### src/rtl/sfir_pkg.sv
`timescale 1ns / 1ps
`default_nettype none
// ----------------------------------------------------------------------------
// sfir_pkg: shared types and constants of the stereo FIR filter
// Field widths, function codes and the control bundle passed from the tap
// sequencer to the multiply-accumulate unit.
// ----------------------------------------------------------------------------
package sfir_pkg;

	localparam int SAMPLE_W   = 16;
	localparam int COEF_W     = 16;
	localparam int COEF_IDX_W = 7;
	localparam int TAP_CNT_W  = 8;
	localparam int PROD_W     = SAMPLE_W + COEF_W;
	localparam int FRAC_BITS  = 15;

	// item function codes
	localparam logic FUNC_LOAD  = 1'b0;
	localparam logic FUNC_FRAME = 1'b1;

	typedef logic signed [SAMPLE_W-1:0] sample_t;
	typedef logic signed [COEF_W-1:0]   coef_t;

	// sequencer to MAC control bundle
	typedef struct packed {
		logic acc_clr;  // start of a new frame: clear both accumulators
		logic tap_vld;  // read data of one tap is present this cycle
		logic hist_ok;  // history slot holds a written sample
	} mac_ctl_t;

endpackage
`default_nettype wire

### src/rtl/sfir_mac.sv
`timescale 1ns / 1ps
`default_nettype none
// ----------------------------------------------------------------------------
// sfir_mac: dual-lane multiply-accumulate unit
// One registered 16x16 product per channel per cycle, wide accumulators,
// and the truncate-toward-zero and saturate step of the final sums.
// ----------------------------------------------------------------------------
module sfir_mac #(
	parameter int MAX_TAPS = 128
) (
	input  wire logic                clk,
	input  wire logic                arst_n,
	input  wire sfir_pkg::mac_ctl_t  mac_ctl,
	input  wire sfir_pkg::coef_t     coef_s1,
	input  wire sfir_pkg::sample_t   left_s1,
	input  wire sfir_pkg::sample_t   right_s1,
	output logic                     mac_busy,
	output sfir_pkg::sample_t        left_res,
	output sfir_pkg::sample_t        right_res
);

	localparam int ACC_W = sfir_pkg::PROD_W + $clog2(MAX_TAPS + 1);
	localparam logic signed [ACC_W-1:0] BIAS    = ACC_W'((1 << sfir_pkg::FRAC_BITS) - 1);
	localparam logic signed [ACC_W-1:0] SAT_MAX = ACC_W'(32767);
	localparam logic signed [ACC_W-1:0] SAT_MIN = -ACC_W'(32768);

	logic                                  v_s2;
	logic signed [sfir_pkg::PROD_W-1:0]    prod_l_s2;
	logic signed [sfir_pkg::PROD_W-1:0]    prod_r_s2;
	logic signed [ACC_W-1:0]               acc_l_q;
	logic signed [ACC_W-1:0]               acc_r_q;
	sfir_pkg::sample_t                     hl;
	sfir_pkg::sample_t                     hr;

	// scale a Q25.15 sum to an integer toward zero, then saturate
	function automatic sfir_pkg::sample_t finish(input logic signed [ACC_W-1:0] acc);
		logic signed [ACC_W-1:0] biased;
		logic signed [ACC_W-1:0] q;
		biased = acc[ACC_W-1] ? acc + BIAS : acc;
		q      = biased >>> sfir_pkg::FRAC_BITS;
		if (q > SAT_MAX) begin
			finish = sfir_pkg::SAMPLE_W'(SAT_MAX);
		end else if (q < SAT_MIN) begin
			finish = sfir_pkg::SAMPLE_W'(SAT_MIN);
		end else begin
			finish = q[sfir_pkg::SAMPLE_W-1:0];
		end
	endfunction

	// slots not yet written since reset read as zero
	assign hl = mac_ctl.hist_ok ? left_s1 : '0;
	assign hr = mac_ctl.hist_ok ? right_s1 : '0;

	assign mac_busy = v_s2;

	// product stage valid
	always_ff @(posedge clk or negedge arst_n) begin
		if (!arst_n) begin
			v_s2 <= 1'b0;
		end else begin
			v_s2 <= mac_ctl.tap_vld;
		end
	end

	// multiply and accumulate
	always_ff @(posedge clk) begin
		prod_l_s2 <= coef_s1 * hl;
		prod_r_s2 <= coef_s1 * hr;
		if (mac_ctl.acc_clr) begin
			acc_l_q <= '0;
			acc_r_q <= '0;
		end else if (v_s2) begin
			acc_l_q <= acc_l_q + ACC_W'(prod_l_s2);
			acc_r_q <= acc_r_q + ACC_W'(prod_r_s2);
		end
	end

	assign left_res  = finish(acc_l_q);
	assign right_res = finish(acc_r_q);

endmodule
`default_nettype wire
### config.mk
export PLATFORM = sky130hd
export DESIGN_NAME = sfir_mac
export DESIGN_NICKNAME = d
export VERILOG_FILES = /design/src/rtl/sfir_pkg.sv /design/src/rtl/sfir_mac.sv
export SDC_FILE = /design/constraint.sdc
export NUM_CORES = 2
export LEC_CHECK = 0
export ABC_AREA = 1
export BUFFER_PORTS_ARGS = -buffer_cell sky130_fd_sc_hd__clkbuf_2
export CAP_MARGIN = 20
export CELL_PAD_IN_SITES_DETAIL_PLACEMENT = 1
export CELL_PAD_IN_SITES_GLOBAL_PLACEMENT = 1
export CORE_ASPECT_RATIO = 0.6
export CORE_MARGIN = 1.5
export CORE_UTILIZATION = 31
export DETAILED_ROUTE_END_ITERATION = 12
export GPL_TIMING_DRIVEN = 0
export PLACE_DENSITY = 0.61
export SLEW_MARGIN = 20
export SYNTH_ARGS = -nofsm -noshare
export SYNTH_HDL_FRONTEND = slang
export SYNTH_SLANG_ARGS = --single-unit
### constraint.sdc
create_clock -name clk -period 2.2 [get_ports clk]
set_input_delay 0.11 -clock clk [delete_from_list [all_inputs] [get_ports clk]]
set_output_delay 0.11 -clock clk [all_outputs]
set_load 0.02 [all_outputs]
==> results.cfg <==
[layout]
final_layout_size_suffix_gt1_frac = 0.341
areaGrowthSynthToFinish_pct = 39.5
nets = 5284
diodes = 0
fillCellCount = 11400
design_area_mm2 = 0.0423
final_core_util = 0.438

[yosys]
yosysWarningCount = 0
async_flop_share = 0.00690
synth_top_area_share = 0.347
yosys_register_bits = 145
avgSynthCellArea_um2 = 7.44
synth_area_leaders = fa_1, inv_1, ha_1, dfxtp_1, nand2_1
syn_inst = 4077
synth_top_cell_by_area = fa_1
synth_nets = 4898
synth_cell_type_count = 48
syn-cell-area_mm2 = 0.0303
synth-main-ff-cell = dfxtp_1
synth_common_cells = inv_1, nand2_1, nor2_1
yosysMostFrequentCell = inv_1
ys_seq_area_frac = 0.0958
synth_edf_count = 0

[timing]
finalSetupViolCount = 117
finalHoldViolCount = 0
fin_crit_sh = 2.42
rsz0062_at_grt = true
fin_tns_setup_ns = -159.16
setup_ws_ns = -3.13
max_freq_mhz = 188
clock_skew_ns = 0.0339
maxSlewViolCount = 0
max_slew_margin = 0.267
finalCriticalPeriod_ns = 5.33
worstMarginPinSlew_ns = 1.10

[run_status]
outcome = finished, violations left
violations = negative setup slack

[floorplan]
dieArea_mm2 = 0.0998
die_x_um = 407
core_mm2 = 0.0966
die_y_um = 245
placementRows = 88
ios = 86
start_util = 0.314

[routing]
via_count = 28900
drtIter0Drc = 2200
drc = 0
drt-pass1-iter-count = 5
post_drt_via_cell_ratio = 5.00
wirelength_um = 128000
ant_nets = 0
wire_per_inst_um = 22.2

[global_route]
grt_max_degree = 16
grt_pass1_wl_um = 187000
gr-total-overflow = 0
met2_usage = 0.344
grt_pass1_vias = 30100
grt_util_met1 = 0.395
grt_use_total = 0.249
busiest_layer = met1
antenna_found_initial = 3
gr-usage-met3 = 0.0605

[power]
p_leak_nw = 20.0
power.density_mw_per_mm2 = 1680
ir_drop_v = 0.00220

[worst_setup_path]
slowest_delay_ns = 0.69
regToRegSetupSlack_ns = -0.25
slowest_stage = fa_1
cp_max_fo = 10
start_kind = primary input
crit_required_ns = 2.63
cp_data_arrival_time_ns = 5.76
cp-end-kind = register
crit_type = primary input to register

[min_path]
hold_class = primary input to register

[clocking]
numCtsBuffers = 25
cts_root_buf = clkbuf_16
cts_tree = built
h-tree-depth = 4
clock_latency_ns = 0.51
clk_pin_slew_ns = 0.07
clock_sinks = 145
clk_path_buf_depth = 3

[job]
cap_violations = 0

[placed_design]
dp_hpwl_um = 102000
gp_congestion = 0.962
place_area_mm2 = 0.0334
port_buffers = 79
## layer usage
layer	wire, um	vias to the layer above
li1	-	13100
met5	0	-
met3	11500	97
met2	52200	910
met1	62900	14800
met4	1490	0
## final timing paths
check,from,to,depth (start not counted)
setup / recovery,mac_ctl[0],prod_l_s2[30],27
hold / removal,mac_ctl[2],acc_r_q[16],4
setup reg to reg,prod_r_s2[0],acc_r_q[34],15
hold reg to reg,acc_l_q[0],acc_l_q[0],2
max in group asynchronous,arst_n,mac_busy,3
min in group asynchronous,arst_n,mac_busy,3
## timing repair
| action | 4_1_cts | 5_1_grt |
|---|---|---|
| setup endpoints to repair | 153 | 152 |
| resized for setup | 634 | 1044 |
| cloned | 8 | 2 |
| hold endpoints to repair | 2 | 0 |
| setup buffers | 123 | 151 |
| hold buffers | 3 | 0 |
| pin swaps | 169 | 304 |
## stage by stage
stage	std cells	power, W	hold WS (ns)	setup slack, ns
5_1_grt	5774	0.0766	0.0691	-3.32
2_1_floorplan	4077	0.0344	-0.186	-3.05
3_5_place_dp	5462	0.0467	-0.111	-4.63
3_3_place_gp	5461	0.0462	-0.114	-4.72
4_1_cts	5626	0.0576	0.0456	-3.02
6_report	5774	0.0709	0.0670	-3.13
## worst max-delay path, delay by kind of cell
kind          cells  cell delay [ns]
xor+xnor          1             0.14
buf+inv           6             0.71
simple gates     13             1.30
fa+ha+maj         7             3.47
## report_power, final
| part | leakage [nW] | switching (W) | internal [W] |
|---|---|---|---|
| Clock | 0.353 | 0.00137 | 0.00229 |
| Sequential | 1.24 | 0.00150 | 0.00418 |
| Combinational | 18.4 | 0.0353 | 0.0263 |
## cells by family after synthesis
family,synth area share
DFF,0.0958
xor gates and xnor gates,0.0433
adders and majority gates,0.447
and+or+nand+nor,0.194
AOI/OAI and AO/OA,0.0873
buffers and inverters,0.133
## state kept, by name, summed over array words and instances (netlist names)
register / flops
acc_l_q: 40
acc_r_q: 40
prod_l_s2: 32
prod_r_s2: 32
mac_busy: 1
## layout by cell type (no fill, tap or decap), drive strengths merged, types with 5 or more instances in the layout
master,synthesis,routed
clkbuf,91,166
buf,12,323
nor3,38,38
o211ai,14,14
ha,242,242
a31oi,9,9
clkinv,8,10
clkinvlp,0,8
nor4,9,9
a21oi,223,223
nand3,108,108
fa,526,526
xor2,97,97
o21bai,13,13
nor2,553,553
nand3b,5,5
o21a,6,6
inv,960,951
xnor2,53,53
a21o,14,14
dfxtp,144,144
a21boi,8,8
o21ai,192,192
nand2,707,707
nand4,29,29
## layout make-up
type,instances,area [um2],area share
plain buffers,103,1310,0.0309
clock buffers,31,688,0.0163
clock inverters,2,37.5,0.000887
inverters,968,3840,0.0907
multi-input cells,2861,28600,0.675
flip-flops and latches,145,3070,0.0724
well taps,1305,1630,0.0386
repair buffers,359,3180,0.0752
Note: power is estimated with default switching activity, not from simulation.
